--- config.mk ---
export PLATFORM = sky130hd
export DESIGN_NAME = ldub_minacc
export DESIGN_NICKNAME = d
export VERILOG_FILES = /design/src/design/ldub_pkg.sv /design/src/design/ldub_minacc.sv
export SDC_FILE = /design/constraint.sdc
export NUM_CORES = 1
export LEC_CHECK = 0
export BUFFER_PORTS_ARGS = -buffer_cell sky130_fd_sc_hd__buf_2
export CORE_UTILIZATION = 55
export CTS_CLUSTER_SIZE = 14
export DETAILED_ROUTE_END_ITERATION = 8
export MAX_ROUTING_LAYER = met4
export PLACE_DENSITY = 0.86
export SLEW_MARGIN = 30
export SYNTH_ARGS = -nofsm -noshare
export SYNTH_HDL_FRONTEND = slang
export SYNTH_SLANG_ARGS = --single-unit
export TNS_END_PERCENT = 100
--- constraint.sdc ---
create_clock -name i_clk -period 6.4 [get_ports i_clk]
set_input_delay 0.64 -clock i_clk [delete_from_list [all_inputs] [get_ports i_clk]]
set_output_delay 0.64 -clock i_clk [all_outputs]
set_load 0.02 [all_outputs]
--- src/design/ldub_pkg.sv ---
// Package for the landmark distance upper bound block.
// Command codes, configuration register indexes and the accumulator control type.
// No dependencies.
`default_nettype none

package ldub_pkg;

    // command codes carried in tuser
    localparam logic [1:0] CMD_LOAD_TO   = 2'd0;
    localparam logic [1:0] CMD_LOAD_FROM = 2'd1;
    localparam logic [1:0] CMD_QUERY     = 2'd2;

    // configuration register indexes
    localparam logic REG_LANDMARKS_USED = 1'b0;
    localparam logic REG_DEFAULT_BOUND  = 1'b1;

    localparam int CMD_W   = 2;
    localparam int VTX_W   = 10;
    localparam int LM_W    = 4;
    localparam int DIN_W   = 16;
    localparam int BOUND_W = 16;
    localparam int LMU_W   = 5;
    localparam int CFG_W   = 16;

    localparam logic [LMU_W-1:0] LANDMARKS_USED_RST = 5'd16;

    // control from the sequencer to the min/add unit
    typedef struct packed {
        logic init;   // load the running minimum with the default bound
        logic en;     // fold one pair of table reads into the minimum
    } t_acc_ctl;

endpackage

`default_nettype wire

--- src/design/ldub_minacc.sv ---
// Shared add/compare unit: sums one pair of known distances and keeps the running minimum.
// Depends on ldub_pkg.
`default_nettype none

module ldub_minacc
    import ldub_pkg::*;
#(
    parameter int DIST_BITS = 16
) (
    input  wire logic                 i_clk,
    input  wire t_acc_ctl             i_ctl,
    input  wire logic [BOUND_W-1:0]   i_init_bound,
    input  wire logic [DIST_BITS-1:0] i_dist_a,
    input  wire logic [DIST_BITS-1:0] i_dist_b,
    output logic      [BOUND_W-1:0]   o_best
);

    localparam int CMP_W = (DIST_BITS > BOUND_W) ? DIST_BITS : BOUND_W;

    logic                 known;
    logic [DIST_BITS-1:0] sum;
    logic                 less;
    logic [BOUND_W-1:0]   r_best;
    logic [BOUND_W-1:0]   n_best;

    // both operands non-negative, so the sum fits in DIST_BITS unsigned bits
    assign known = ~i_dist_a[DIST_BITS-1] & ~i_dist_b[DIST_BITS-1];
    assign sum   = {1'b0, i_dist_a[DIST_BITS-2:0]} + {1'b0, i_dist_b[DIST_BITS-2:0]};
    assign less  = CMP_W'(sum) < CMP_W'(r_best);

    always_comb begin
        n_best = r_best;
        if (i_ctl.init) begin
            n_best = i_init_bound;
        end else if (i_ctl.en && known && less) begin
            n_best = BOUND_W'(sum);
        end
    end

    always_ff @(posedge i_clk) begin
        r_best <= n_best;
    end

    assign o_best = r_best;

endmodule

`default_nettype wire

* Word level (Yosys, flattened, before mapping) *
Cells that the tools add are included.

word-level totals
  register bits = 16
  latch bits = 0
  memory bits (writable) = 0
  ROM bits = 0
  input bits = 51
  memories = 0

operators by class
  add/subtract/negate cells = 1
  $mul = 0
  div/mod/pow operators = 0
  order comparisons = 1
  equal/unequal tests = 0
  shifts and indexed selects = 0
  multiplexer cells = 2
  bitwise logic cells = 3
  reduce and logical (&&, ||, !) cells = 3

operators by type and width
  operator           count
  $mux 16            2
  $add 15x15->16     1
  $lt 16x16->1       1
  $logic_and 1x1->1  2
  $not 1->1          2
  $reduce_bool 2->1  1
  $and 1x1->1        1

* Depth between registers and ports, before layout *
Gate-level depths: netlist (run 1).

  word-level depth = 6
  gate-level depth with buffers = 13
  mapped depth without buffers = 13

* Worst setup path before layout (run 1) *
OpenSTA, ideal clock, no wires.

  kind = input port to flip-flop
  from = input i_dist_a[0]
  to = register r_best[0] (netlist: o_best[0]), enable pin
  arrival = 4097 ps
  required time = 5989 ps
  slack = 1892 ps
  stages on the path = 13
  buffers on the path = 0
  path through = ha_1 fa_1 a21oi_1 o211a_4 a211oi_1 nor3_1 nor2_1 ha_1 nand2_1 o21ai_0 a2111oi_0 a211oi_1 o21ai_0

on the way
  word-level cells in the longest chain between the ends = 4

ends and longest elaborated chain
  what                                line               RTL
  start: declaration                  ldub_minacc.sv:13  input wire logic [DIST_BITS-1:0] i_dist_a,
  $add 15x15->16                      ldub_minacc.sv:28  assign sum = {1'b0, i_dist_a[DIST_BITS-2:0]} + {1'b0, i_dist_b[DIST_BITS-2:0]};
  $lt 16x16->1                        ldub_minacc.sv:29  assign less = CMP_W'(sum) < CMP_W'(r_best);
  $logic_and 1x1->1                   ldub_minacc.sv:35  end else if (i_ctl.en && known && less) begin
  $reduce_bool 2->1 (no source line)  -
  end signal: assignment              ldub_minacc.sv:41  r_best <= n_best;
  end: declaration                    ldub_minacc.sv:23  logic [BOUND_W-1:0] r_best;

Every way passes these cells.
A chain may end at the register's enable or synchronous reset.

* Final worst setup path (run 1) *
  from = input i_dist_a[1]
  to = register r_best[4] (netlist: o_best[4]), enable pin

The elaborated chain is that of the path after synthesis.

==> impl_results.html, run 1 <==
<table>
<tr><th>Metric</th><th>Value</th></tr>
<tr><th colspan="2">Run status</th></tr>
<tr><td>Run status</td><td>completed</td></tr>
<tr><th colspan="2">Routing</th></tr>
<tr><td>DRC marker count from the first detailed-route iteration</td><td>89</td></tr>
<tr><td>Routed via count</td><td>1999</td></tr>
<tr><td>Router iterations before antenna repair</td><td>4</td></tr>
<tr><td>Antenna Nets Post-Route</td><td>0</td></tr>
<tr><td>Drc violations</td><td>0</td></tr>
<tr><td>Average vias per placed instance</td><td>5.91</td></tr>
<tr><td>Average wire per cell in the routed design</td><td>14.1 µm</td></tr>
<tr><td>Overall routed net length</td><td>4780 µm</td></tr>
<tr><th colspan="2">Worst setup path</th></tr>
<tr><td>Worst-path cell chain</td><td>buf_2, ha_1, a211oi_1, nor2_1, a21oi_2, o21ai_0, xor2_1, ha_1, a21oi_1, o21ai_0, a2111oi_0, a211oi_1, o21ai_1, buf_4</td></tr>
<tr><td>Critical path arrival</td><td>4.24 ns</td></tr>
<tr><td>Cell with the largest stage delay on the worst path</td><td>o21ai_1</td></tr>
<tr><td>Startpoint Class</td><td>input pin</td></tr>
<tr><td>Kind of capture point of the worst setup path</td><td>register</td></tr>
<tr><td>Category of the critical setup timing path</td><td>in -&gt; reg</td></tr>
<tr><td>Critical Path Max Stage Delay</td><td>0.56 ns</td></tr>
<tr><td>Sum of buffers and inverters on the critical path</td><td>2</td></tr>
<tr><td>Worst EP required</td><td>6.36 ns</td></tr>
<tr><td>Family with the most delay on the worst path</td><td>compound AO/OA/AOI/OAI gates</td></tr>
<tr><td>Worst-path fanout max</td><td>9</td></tr>
<tr><th colspan="2">GRT</th></tr>
<tr><td>Largest net degree at the start of global routing</td><td>21</td></tr>
<tr><td>Global-route wire length before repair</td><td>8010 µm</td></tr>
<tr><td>Initial antenna violation count</td><td>0</td></tr>
<tr><td>Congestion Overflow GR</td><td>0</td></tr>
<tr><td>Global-route total usage across every layer</td><td>0.265</td></tr>
<tr><td>Vias in the first global route</td><td>1833</td></tr>
<tr><th colspan="2">Floorplanning</th></tr>
<tr><td>Core Box Area</td><td>3440 µm²</td></tr>
<tr><td>Number of placement rows</td><td>21</td></tr>
<tr><td>Vertical die dimension</td><td>62.7 µm</td></tr>
<tr><td>Die extent in x</td><td>62.7 µm</td></tr>
<tr><td>Die outline area</td><td>3930 µm²</td></tr>
<tr><td>Starting utilization of the core area</td><td>0.589</td></tr>
<tr><td>Count of pins on the block boundary</td><td>67</td></tr>
<tr><th colspan="2">Final layout</th></tr>
<tr><td>Fin cells</td><td>338</td></tr>
<tr><td>Share of layout cells above drive strength 1</td><td>0.315</td></tr>
<tr><td>Area taken by multi-input logic gates</td><td>1440 µm²</td></tr>
<tr><td>Layout filler cell count</td><td>311</td></tr>
<tr><td>Flip-flop count of the largest register after layout</td><td>16</td></tr>
<tr><td>Diodes inserted</td><td>0</td></tr>
<tr><td>Final net count</td><td>375</td></tr>
<tr><td>Post-synthesis to final-layout area growth</td><td>19.9%</td></tr>
<tr><td>Finished Cell Area</td><td>2430 µm²</td></tr>
<tr><td>Sequential cell area</td><td>480 µm²</td></tr>
<tr><th colspan="2">Timing</th></tr>
<tr><td>Number of setup violations in the final report</td><td>0</td></tr>
<tr><td>Clock period minus worst slack</td><td>4.27 ns</td></tr>
<tr><td>Max-slew headroom at the worst pin</td><td>0.554</td></tr>
<tr><td>Setup repair after global routing missed its margin</td><td>no</td></tr>
<tr><td>Measured slew at the worst slew-check pin</td><td>0.665 ns</td></tr>
<tr><td>Post-route clock period utilization</td><td>0.668</td></tr>
<tr><td>Maximum clock frequency</td><td>234 MHz</td></tr>
<tr><td>Final hold viol count</td><td>0</td></tr>
<tr><td>Final clock skew</td><td>0.00145 ns</td></tr>
<tr><td>Final Slew Violations</td><td>0</td></tr>
<tr><td>Final total negative setup slack</td><td>0 ns</td></tr>
<tr><th colspan="2">Power</th></tr>
<tr><td>Pwr dens</td><td>184 nW/µm²</td></tr>
<tr><td>Switching power total</td><td>175 µW</td></tr>
<tr><td>Relative contribution of sequential cells to total power</td><td>0.310</td></tr>
<tr><td>Leak Pwr</td><td>0.00116 µW</td></tr>
<tr><td>Maximum vdd drop</td><td>79.1 µV</td></tr>
<tr><td>Internal power component</td><td>272 µW</td></tr>
<tr><td>Clock Power Share</td><td>0.174</td></tr>
<tr><td>Net switching share of the total power</td><td>0.391</td></tr>
<tr><td>Combinational Power Share</td><td>0.516</td></tr>
<tr><th colspan="2">Yosys</th></tr>
<tr><td>Sequential area share after synthesis</td><td>0.237</td></tr>
<tr><td>Share of flip-flops with an asynchronous set or reset after synthesis</td><td>0</td></tr>
<tr><td>Synthesized Nets</td><td>310</td></tr>
<tr><td>Top_reg_cell synth</td><td>edfxtp_1</td></tr>
<tr><td>Number of instances in the synthesized netlist</td><td>228</td></tr>
<tr><td>Number of warnings reported in the yosys synthesis log</td><td>0</td></tr>
<tr><td>FF+latch count, synth</td><td>16</td></tr>
<tr><td>Synth top area share</td><td>0.237</td></tr>
<tr><td>Number of flops mapped to enable cells by yosys</td><td>16</td></tr>
<tr><td>Distinct cell type count after synthesis</td><td>56</td></tr>
<tr><td>Cells taking the most area after synthesis</td><td>edfxtp_1, ha_1, nand2_1</td></tr>
<tr><td>Syn Std Cell Area</td><td>2030 µm²</td></tr>
<tr><td>Post-synthesis cell type with the largest combined area</td><td>edfxtp_1</td></tr>
<tr><td>Mean instance size in the synthesized netlist</td><td>8.90 µm²</td></tr>
<tr><th colspan="2">Hold path</th></tr>
<tr><td>Path class of the lowest-slack min-delay path</td><td>in -&gt; reg</td></tr>
<tr><th colspan="2">Clocking</th></tr>
<tr><td>Root buffer selected by CTS</td><td>clkbuf_8</td></tr>
<tr><td>Setup repair bufs after CTS</td><td>0</td></tr>
<tr><td>Max clock buf depth</td><td>2</td></tr>
<tr><td>Total CTS buffers</td><td>3</td></tr>
<tr><td>Count of clock tree sinks</td><td>16</td></tr>
<tr><td>Number of hold buffers added after CTS</td><td>0</td></tr>
<tr><td>Source-to-sink clock delay at the later pin of the worst-skew pair</td><td>0.25 ns</td></tr>
<tr><td>TritonCTS clock tree</td><td>yes</td></tr>
<tr><td>Post-cts repair resize count</td><td>0</td></tr>
<tr><td>Clock transition time at the flip-flop clock pins of the worst setup and hold paths</td><td>0.06 ns</td></tr>
<tr><td>Max H-tree Level</td><td>1</td></tr>
<tr><th colspan="2">Placement</th></tr>
<tr><td>Total placed instance area</td><td>2390 µm²</td></tr>
<tr><td>Number of buffers added on ports</td><td>66</td></tr>
<tr><td>Number of cells in the design after placement</td><td>334</td></tr>
<tr><td>Placer congestion estimate</td><td>0.870</td></tr>
<tr><td>Dpl hpwl</td><td>3930 µm</td></tr>
<tr><th colspan="2">Run</th></tr>
<tr><td>Number of max-cap violations</td><td>0</td></tr>
</table>
path summary, 6_finish.rpt:
kind | slack (ns) | depth (start not counted) | to | from
worst max-delay path | 2.13 | 14 | o_best[4] | i_dist_a[1]
worst min-delay path | 0.66 | 3 | o_best[3] | i_init_bound[3]
worst max register to register | 3.64 | 8 | o_best[4] | o_best[9]
worst min register to register | 1.15 | 5 | o_best[11] | o_best[15]
logic make-up after synthesis:
kind of cell | share of synthesized area
xor+xnor | 0.0345
simple gates | 0.171
fa+ha+maj | 0.195
compound gates | 0.265
buf+inv | 0.0537
flops | 0.237
mux | 0.0444
worst register-to-register path, delay by kind of cell, from the launching register on:
kind,cells,cell delay (ns)
AOI/OAI and AO/OA,5,1.44
DFF,1,0.40
buffers and inverters,2,0.38
adders and majority gates,1,0.24
stage by stage:
step / utilization / hold WS, ns / setup slack (ns) / power [µW]
2_1_floorplan: - / 0.819 / 1.89 / 304
3_3_place_gp: 0.693 / 0.923 / 2.12 / 358
3_5_place_dp: 0.693 / 0.923 / 1.97 / 368
4_1_cts: 0.706 / 0.661 / 2.21 / 445
5_1_grt: 0.706 / 0.668 / 1.85 / 479
6_report: 0.706 / 0.659 / 2.13 / 446
area by class of cell:
class,instances,share of cell area
Multi-Input combinational cell,186,0.592
Sequential cell,16,0.198
Timing Repair Buffer,67,0.139
Inverter,19,0.0293
Tap cell,46,0.0237
Clock inverter,1,0.00154
Clock buffer,3,0.0170
routing by layer:
| metal | GRT usage | routed length [µm] | vias up |
|---|---|---|---|
| li1 | - | - | 989 |
| met1 | 0.346 | 2180 | 920 |
| met2 | 0.416 | 2220 | 79 |
| met3 | 0.0219 | 277 | 11 |
| met4 | 0.122 | 106 | 0 |
| met5 | - | 0 | - |
power by group through the flow:
stage	Clock [µW]	Combinational (µW)	Sequential (µW)
2_1_floorplan	0	148	156
3_3_place_gp	0	218	140
3_5_place_dp	0	227	141
4_1_cts	77.3	229	138
5_1_grt	82.4	256	140
6_report	77.7	230	138
cell usage after synthesis, types with 3 or more instances:
library cell and count:
a211oi_1 4, a21o_1 7, a21oi_1 17, a21oi_2 3, edfxtp_1 16, ha_1 30
inv_1 19, mux2_2 8, nand2_1 25, nand2b_1 3, nand3_1 5, nor2_1 14
nor2b_1 3, nor3_1 9, o21ai_0 10, xnor2_1 4, xor2_1 4
cell usage in the layout (no fill, tap or decap), types with 3 or more instances in the layout:
master,instances
nor2_1,14
a21oi_1,17
ha_1,30
xor2_1,4
nor3_1,9
nand3_1,5
nand2_1,25
nor2b_1,3
xnor2_1,4
edfxtp_1,16
inv_1,19
a211oi_1,4
mux2_2,8
nand2b_1,3
a21oi_2,3
buf_2,66
a21o_1,7
o21ai_0,9
clkbuf_8,3
No activity file was read; power rests on OpenSTA's default activity.
==> run 2: changes to the inputs <==
CORE_UTILIZATION = 47   (was 55)
PLACE_DENSITY = 0.78   (was 0.86)
clock period = 3.7 ns   (was 6.4 ns; I/O delays follow)
==> impl_results.html, run 2 (synthesis results as in run 1) <==
<table>
<tr><th>Metric</th><th>Value</th></tr>
<tr><th colspan="2">Run status</th></tr>
<tr><td>Run status</td><td>completed</td></tr>
<tr><th colspan="2">Worst setup path</th></tr>
<tr><td>Register-to-register setup slack</td><td>1.49 ns</td></tr>
<tr><td>Kind of capture point of the worst setup path</td><td>register</td></tr>
<tr><td>Worst EP required</td><td>3.66 ns</td></tr>
<tr><td>Cell with the largest stage delay on the worst path</td><td>fa_1</td></tr>
<tr><td>Startpoint Class</td><td>input pin</td></tr>
<tr><td>Depth of the most critical reg-to-reg path</td><td>8</td></tr>
<tr><td>Worst-path fanout max</td><td>11</td></tr>
<tr><td>Category of the critical setup timing path</td><td>in -&gt; reg</td></tr>
<tr><td>Capture instance of the worst register-to-register path</td><td>o_best[1]</td></tr>
<tr><td>Family with the most delay on the worst path</td><td>compound AO/OA/AOI/OAI gates</td></tr>
<tr><td>Critical path arrival</td><td>3.38 ns</td></tr>
<tr><td>Launch instance of the worst register-to-register path</td><td>o_best[11]</td></tr>
<tr><td>Sum of buffers and inverters on the critical path</td><td>2</td></tr>
<tr><td>Worst-path cell chain</td><td>buf_2, ha_1, fa_1, a21oi_1, o211a_4, a211oi_1, nor3_1, nor2_1, ha_1, nand2_1, o21ai_0, a2111oi_0, a211oi_1, o21ai_2, buf_4</td></tr>
<tr><td>Critical Path Max Stage Delay</td><td>0.41 ns</td></tr>
<tr><th colspan="2">Timing</th></tr>
<tr><td>Minimum setup slack in the final design</td><td>0.278 ns</td></tr>
<tr><td>Final Slew Violations</td><td>0</td></tr>
<tr><td>Max-slew headroom at the worst pin</td><td>0.609</td></tr>
<tr><td>Setup repair after global routing missed its margin</td><td>no</td></tr>
<tr><td>Final total negative setup slack</td><td>0 ns</td></tr>
<tr><td>Post-route clock period utilization</td><td>0.925</td></tr>
<tr><td>Number of setup violations in the final report</td><td>0</td></tr>
<tr><td>Measured slew at the worst slew-check pin</td><td>0.586 ns</td></tr>
<tr><td>Final hold viol count</td><td>0</td></tr>
<tr><td>Clock period minus worst slack</td><td>3.42 ns</td></tr>
<tr><td>Maximum clock frequency</td><td>292 MHz</td></tr>
<tr><td>Final clock skew</td><td>0.00130 ns</td></tr>
<tr><th colspan="2">Final layout</th></tr>
<tr><td>Commonest cells after routing, fill and taps aside</td><td>buf_2, ha_1, nand2_1</td></tr>
<tr><td>Layout filler cell count</td><td>376</td></tr>
<tr><td>Flip-flop count of the largest register after layout</td><td>16</td></tr>
<tr><td>Diodes inserted</td><td>0</td></tr>
<tr><td>Area taken by multi-input logic gates</td><td>1440 µm²</td></tr>
<tr><td>Final net count</td><td>379</td></tr>
<tr><td>Most common library cell in the layout ignoring fill and taps</td><td>buf_2</td></tr>
<tr><td>Share of layout cells above drive strength 1</td><td>0.328</td></tr>
<tr><td>Final core utilization</td><td>0.609</td></tr>
<tr><td>Sequential cell area</td><td>480 µm²</td></tr>
<tr><td>Post-synthesis to final-layout area growth</td><td>21.8%</td></tr>
<tr><th colspan="2">Power</th></tr>
<tr><td>Pwr dens</td><td>316 nW/µm²</td></tr>
<tr><td>Maximum vdd drop</td><td>124 µV</td></tr>
<tr><td>Leak Pwr</td><td>0.00118 µW</td></tr>
<tr><th colspan="2">Clocking</th></tr>
<tr><td>Clock transition time at the flip-flop clock pins of the worst setup and hold paths</td><td>0.07 ns</td></tr>
<tr><td>Root buffer selected by CTS</td><td>clkbuf_8</td></tr>
<tr><td>Max clock buf depth</td><td>2</td></tr>
<tr><td>Post-cts repair resize count</td><td>0</td></tr>
<tr><td>Number of hold buffers added after CTS</td><td>0</td></tr>
<tr><td>Source-to-sink clock delay at the later pin of the worst-skew pair</td><td>0.25 ns</td></tr>
<tr><td>Setup repair bufs after CTS</td><td>0</td></tr>
<tr><td>Max H-tree Level</td><td>1</td></tr>
<tr><td>Total CTS buffers</td><td>3</td></tr>
<tr><td>TritonCTS clock tree</td><td>yes</td></tr>
<tr><td>Count of clock tree sinks</td><td>16</td></tr>
<tr><th colspan="2">Routing</th></tr>
<tr><td>Routed via count</td><td>1964</td></tr>
<tr><td>Average wire per cell in the routed design</td><td>14.3 µm</td></tr>
<tr><td>DRC marker count from the first detailed-route iteration</td><td>93</td></tr>
<tr><td>Average vias per placed instance</td><td>5.68</td></tr>
<tr><td>Router iterations before antenna repair</td><td>6</td></tr>
<tr><td>Antenna Nets Post-Route</td><td>0</td></tr>
<tr><td>Drc violations</td><td>0</td></tr>
<tr><td>Overall routed net length</td><td>4960 µm</td></tr>
<tr><th colspan="2">Hold path</th></tr>
<tr><td>Hold endpoint</td><td>o_best[12]</td></tr>
<tr><td>Hold path startpoint</td><td>i_init_bound[12]</td></tr>
<tr><td>Path class of the lowest-slack min-delay path</td><td>in -&gt; reg</td></tr>
<tr><td>Count of cells along the worst hold path</td><td>3</td></tr>
<tr><th colspan="2">GRT</th></tr>
<tr><td>Global-route wire length before repair</td><td>7870 µm</td></tr>
<tr><td>Largest net degree at the start of global routing</td><td>21</td></tr>
<tr><td>Initial antenna violation count</td><td>0</td></tr>
<tr><td>Vias in the first global route</td><td>1798</td></tr>
<tr><td>Congestion Overflow GR</td><td>0</td></tr>
<tr><td>Global-route total usage across every layer</td><td>0.235</td></tr>
<tr><th colspan="2">Floorplanning</th></tr>
<tr><td>Die outline area</td><td>4580 µm²</td></tr>
<tr><td>Starting utilization of the core area</td><td>0.500</td></tr>
<tr><td>Core Box Area</td><td>4060 µm²</td></tr>
<tr><td>Count of pins on the block boundary</td><td>67</td></tr>
<tr><td>Die extent in x</td><td>67.7 µm</td></tr>
<tr><td>Number of placement rows</td><td>23</td></tr>
<tr><td>Vertical die dimension</td><td>67.7 µm</td></tr>
<tr><th colspan="2">Placement</th></tr>
<tr><td>Number of buffers added on ports</td><td>66</td></tr>
<tr><td>Placer congestion estimate</td><td>0.884</td></tr>
<tr><td>Worst setup slack after placement</td><td>0.0446 ns</td></tr>
<tr><td>Dpl hpwl</td><td>4090 µm</td></tr>
<tr><th colspan="2">Run</th></tr>
<tr><td>Number of max-cap violations</td><td>0</td></tr>
</table>
==> run 2: cell count changes in the layout (fill, tap and decap cells not counted) <==
| cell | before | now |
|---|---|---|
| o21ai_2 | 0 | 1 |
| o21ai_1 | 2 | 1 |
| buf_4 | 1 | 5 |
==> run 2: report_power, final <==
part	total (µW)	switching (µW)	internal, µW
clock	136	62.7	73.7
sequential	240	10.4	229
combinational	405	233	171
==> run 2: stage by stage <==
stage               total power (µW)  cell area (µm²)  hold slack (ns)  instances
floorplan                        526             2030            0.549        228
global placement                 628             2420            0.655        342
detailed placement               643             2420            0.664        342
CTS                              782             2470            0.402        346
global route                     836             2470            0.407        346
finish                           781             2470            0.402        346
==> run 2: worst max-delay path by stage <==
stage | depth (start not counted) | slack, ns | endpoint | startpoint
6_report | 15 | 0.28 | o_best[1] | i_dist_a[0]
5_1_grt | 15 | 0.06 | o_best[13] | i_dist_a[0]
4_1_cts | 15 | 0.28 | o_best[10] | i_dist_a[0]
3_5_place_dp | 15 | 0.04 | o_best[0] | i_dist_a[0]
3_3_place_gp | 15 | 0.15 | o_best[0] | i_dist_a[0]
2_1_floorplan | 13 | 0.17 | o_best[0] | i_dist_a[0]
==> run 2: cell type report <==
type                    instances  area share
multi-input cells             186       0.584
flip-flops and latches         16       0.195
repair buffers                 71       0.149
inverters                      19      0.0289
well taps                      50      0.0253
clock buffers                   3      0.0167
clock inverters                 1     0.00152
==> run 2: per-layer routing <==
metal	vias to the layer above	routed length, µm	part of all wire	GRT usage
li1	992	-	-	-
met1	905	2290	0.46	0.311
met2	63	2390	0.48	0.377
met3	4	236	0.048	0.0135
met4	0	48	0.0097	0.0798
met5	-	0	0	-
==> run 2: worst min-delay path, stage by stage <==
cell     delay, ns
buf_2         0.07
nand2_1       0.05
o31ai_2       0.05
==> run 3: changes to the inputs <==
ABC_AREA = 1   (was default)
CORE_UTILIZATION = 40   (was 47)
PLACE_DENSITY = 0.68   (was 0.78)
==> impl_results.html, run 3 <==
<table>
<tr><th>Metric</th><th>Value</th></tr>
<tr><th colspan="2">Routing</th></tr>
<tr><td>Router iterations before antenna repair</td><td>5</td></tr>
<tr><td>Drc violations</td><td>0</td></tr>
<tr><td>Overall routed net length</td><td>4500 µm</td></tr>
<tr><td>DRC marker count from the first detailed-route iteration</td><td>77</td></tr>
<tr><td>Routed via count</td><td>1991</td></tr>
<tr><td>Average wire per cell in the routed design</td><td>10.2 µm</td></tr>
<tr><td>Antenna Nets Post-Route</td><td>0</td></tr>
<tr><td>Average vias per placed instance</td><td>4.51</td></tr>
<tr><th colspan="2">Clocking</th></tr>
<tr><td>Total CTS buffers</td><td>3</td></tr>
<tr><td>Number of hold buffers added after CTS</td><td>0</td></tr>
<tr><td>TritonCTS clock tree</td><td>yes</td></tr>
<tr><td>Post-cts repair resize count</td><td>0</td></tr>
<tr><td>Max clock buf depth</td><td>2</td></tr>
<tr><td>Root buffer selected by CTS</td><td>clkbuf_8</td></tr>
<tr><td>Max H-tree Level</td><td>1</td></tr>
<tr><td>Clock transition time at the flip-flop clock pins of the worst setup and hold paths</td><td>0.06 ns</td></tr>
<tr><td>Count of clock tree sinks</td><td>16</td></tr>
<tr><td>Setup repair bufs after CTS</td><td>0</td></tr>
<tr><td>Source-to-sink clock delay at the later pin of the worst-skew pair</td><td>0.25 ns</td></tr>
<tr><th colspan="2">Final layout</th></tr>
<tr><td>Share of layout cells above drive strength 1</td><td>0.211</td></tr>
<tr><td>Diodes inserted</td><td>0</td></tr>
<tr><td>Area taken by multi-input logic gates</td><td>1300 µm²</td></tr>
<tr><td>Most common library cell in the layout ignoring fill and taps</td><td>nand2_1</td></tr>
<tr><td>Post-synthesis to final-layout area growth</td><td>22.1%</td></tr>
<tr><td>Layout filler cell count</td><td>524</td></tr>
<tr><td>Final net count</td><td>457</td></tr>
<tr><td>Flip-flop count of the largest register after layout</td><td>16</td></tr>
<tr><td>Sequential cell area</td><td>480 µm²</td></tr>
<tr><td>Commonest cells after routing, fill and taps aside</td><td>nand2_1, buf_2, inv_1</td></tr>
<tr><td>Finished Cell Area</td><td>2460 µm²</td></tr>
<tr><th colspan="2">GRT</th></tr>
<tr><td>Global-route wire length before repair</td><td>7390 µm</td></tr>
<tr><td>Congestion Overflow GR</td><td>0</td></tr>
<tr><td>Largest net degree at the start of global routing</td><td>18</td></tr>
<tr><td>Vias in the first global route</td><td>1787</td></tr>
<tr><td>Global-route total usage across every layer</td><td>0.179</td></tr>
<tr><td>Initial antenna violation count</td><td>0</td></tr>
<tr><th colspan="2">Power</th></tr>
<tr><td>Pwr dens</td><td>299 nW/µm²</td></tr>
<tr><td>Leak Pwr</td><td>0.00146 µW</td></tr>
<tr><td>Maximum vdd drop</td><td>87.1 µV</td></tr>
<tr><th colspan="2">Timing</th></tr>
<tr><td>Final total negative setup slack</td><td>0 ns</td></tr>
<tr><td>Final hold viol count</td><td>0</td></tr>
<tr><td>Maximum clock frequency</td><td>320 MHz</td></tr>
<tr><td>Post-route clock period utilization</td><td>0.845</td></tr>
<tr><td>Setup repair after global routing missed its margin</td><td>no</td></tr>
<tr><td>Final Slew Violations</td><td>0</td></tr>
<tr><td>Number of setup violations in the final report</td><td>0</td></tr>
<tr><td>Final clock skew</td><td>0.00410 ns</td></tr>
<tr><td>Clock period minus worst slack</td><td>3.13 ns</td></tr>
<tr><td>Max-slew headroom at the worst pin</td><td>0.543</td></tr>
<tr><td>Measured slew at the worst slew-check pin</td><td>0.684 ns</td></tr>
<tr><th colspan="2">Yosys</th></tr>
<tr><td>Mean instance size in the synthesized netlist</td><td>6.56 µm²</td></tr>
<tr><td>Number of instances in the synthesized netlist</td><td>307</td></tr>
<tr><td>Top_reg_cell synth</td><td>edfxtp_1</td></tr>
<tr><td>Leading cell type by number of instances after synthesis</td><td>nand2_1</td></tr>
<tr><td>Top post-synthesis cells by count</td><td>nand2_1, inv_1, ha_1, edfxtp_1, nand3_1</td></tr>
<tr><td>Cells taking the most area after synthesis</td><td>edfxtp_1, nand2_1, ha_1</td></tr>
<tr><td>Synthesized Nets</td><td>389</td></tr>
<tr><td>Number of flops mapped to enable cells by yosys</td><td>16</td></tr>
<tr><td>Syn Std Cell Area</td><td>2010 µm²</td></tr>
<tr><td>Post-synthesis cell type with the largest combined area</td><td>edfxtp_1</td></tr>
<tr><td>FF+latch count, synth</td><td>16</td></tr>
<tr><td>Number of warnings reported in the yosys synthesis log</td><td>0</td></tr>
<tr><td>Synth top area share</td><td>0.239</td></tr>
<tr><td>Distinct cell type count after synthesis</td><td>26</td></tr>
<tr><td>Sequential area share after synthesis</td><td>0.239</td></tr>
<tr><td>Share of flip-flops with an asynchronous set or reset after synthesis</td><td>0</td></tr>
<tr><th colspan="2">Worst setup path</th></tr>
<tr><td>Worst-path fanout max</td><td>16</td></tr>
<tr><td>Register-to-register setup slack</td><td>1.63 ns</td></tr>
<tr><td>Launch instance of the worst register-to-register path</td><td>o_best[13]</td></tr>
<tr><td>Kind of capture point of the worst setup path</td><td>register</td></tr>
<tr><td>Startpoint Class</td><td>input pin</td></tr>
<tr><td>Category of the critical setup timing path</td><td>in -&gt; reg</td></tr>
<tr><td>Critical path arrival</td><td>2.96 ns</td></tr>
<tr><td>Depth of the most critical reg-to-reg path</td><td>9</td></tr>
<tr><td>Worst EP required</td><td>3.54 ns</td></tr>
<tr><td>Capture instance of the worst register-to-register path</td><td>o_best[9]</td></tr>
<tr><th colspan="2">Run status</th></tr>
<tr><td>Run status</td><td>completed</td></tr>
<tr><th colspan="2">Placement</th></tr>
<tr><td>Number of buffers added on ports</td><td>66</td></tr>
<tr><td>Total placed instance area</td><td>2410 µm²</td></tr>
<tr><td>Dpl hpwl</td><td>3950 µm</td></tr>
<tr><td>Placer congestion estimate</td><td>0.852</td></tr>
<tr><th colspan="2">Floorplanning</th></tr>
<tr><td>Number of placement rows</td><td>25</td></tr>
<tr><td>Starting utilization of the core area</td><td>0.421</td></tr>
<tr><td>Core Box Area</td><td>4790 µm²</td></tr>
<tr><td>Die extent in x</td><td>73.0 µm</td></tr>
<tr><td>Die outline area</td><td>5320 µm²</td></tr>
<tr><td>Vertical die dimension</td><td>73.0 µm</td></tr>
<tr><td>Count of pins on the block boundary</td><td>67</td></tr>
<tr><th colspan="2">Hold path</th></tr>
<tr><td>Hold path startpoint</td><td>i_init_bound[0]</td></tr>
<tr><td>Hold endpoint</td><td>o_best[0]</td></tr>
<tr><td>Count of cells along the worst hold path</td><td>3</td></tr>
<tr><td>Path class of the lowest-slack min-delay path</td><td>in -&gt; reg</td></tr>
<tr><th colspan="2">Run</th></tr>
<tr><td>Number of max-cap violations</td><td>0</td></tr>
</table>
-- run 3: cell types whose count changed after synthesis, moves of 8 or more --
cell,change
o21ai_0,-8
mux2_2,-8
inv_1,+35
nand3_1,+10
nand2_1,+96
-- run 3: area by class of cell --
cell class                 instances  area share
clock buffer                       3      0.0168
clock inverter                     1     0.00153
inverter                          59      0.0900
multi-input combinational        229       0.528
sequential                        16       0.195
tap                               67      0.0341
timing repair buffer              66       0.134
-- run 3: per-stage QoR --
stage,worst slack (ns),cells,util,total power (µW),hold slack (ns)
2_1_floorplan,0.744,307,-,505,0.552
3_3_place_gp,0.401,437,0.505,599,0.647
3_5_place_dp,0.321,437,0.505,608,0.654
4_1_cts,0.574,441,0.514,740,0.398
5_1_grt,0.350,441,0.514,796,0.405
6_report,0.575,441,0.514,736,0.400
-- run 3: worst max-delay path by stage --
stage | from | endpoint | slack (ns) | cells after the start
final | i_dist_a[0] | o_best[9] | 0.57 | 17
after global routing | i_dist_a[0] | o_best[9] | 0.35 | 17
after CTS | i_dist_a[0] | o_best[9] | 0.57 | 17
after detailed placement | i_dist_a[0] | o_best[0] | 0.32 | 17
after global placement | i_dist_a[0] | o_best[3] | 0.40 | 17
after floorplan | i_dist_a[0] | o_best[0] | 0.74 | 17
-- run 3: worst max-delay path, stage by stage --
cell and delay (ns):
buf_2 0.10, ha_1 0.22, fa_1 0.43, nand2_2 0.11
nand2_1 0.06, nand3_1 0.07, nand2_1 0.10, nand2_1 0.09
nand3b_1 0.09, and2_1 0.16, ha_1 0.27, nand2_1 0.06
o21a_1 0.18, o21ai_0 0.14, inv_1 0.05, nand2_1 0.06
nand2_1 0.39
-- run 3: kinds of logic after synthesis --
family / share of synthesized area
AOI/OAI and AO/OA: 0.0634
xor gates and xnor gates: 0.0342
adders and majority gates: 0.196
buffers and inverters: 0.117
DFF: 0.239
and+or+nand+nor: 0.351
-- run 3: report_power, final --
group | switching (µW) | internal (µW) | total [µW]
sequential | 9.98 | 228 | 238
clock | 57.2 | 73.5 | 131
combinational | 221 | 146 | 368
total | 289 | 448 | 736
-- run 3: layer usage --
metal	global-route usage	up-vias	wire, µm
met1	0.241	849	2210
met4	0.0392	0	24
met3	0.00552	2	157
met2	0.302	50	2110
met5	-	-	0
li1	-	1090	-
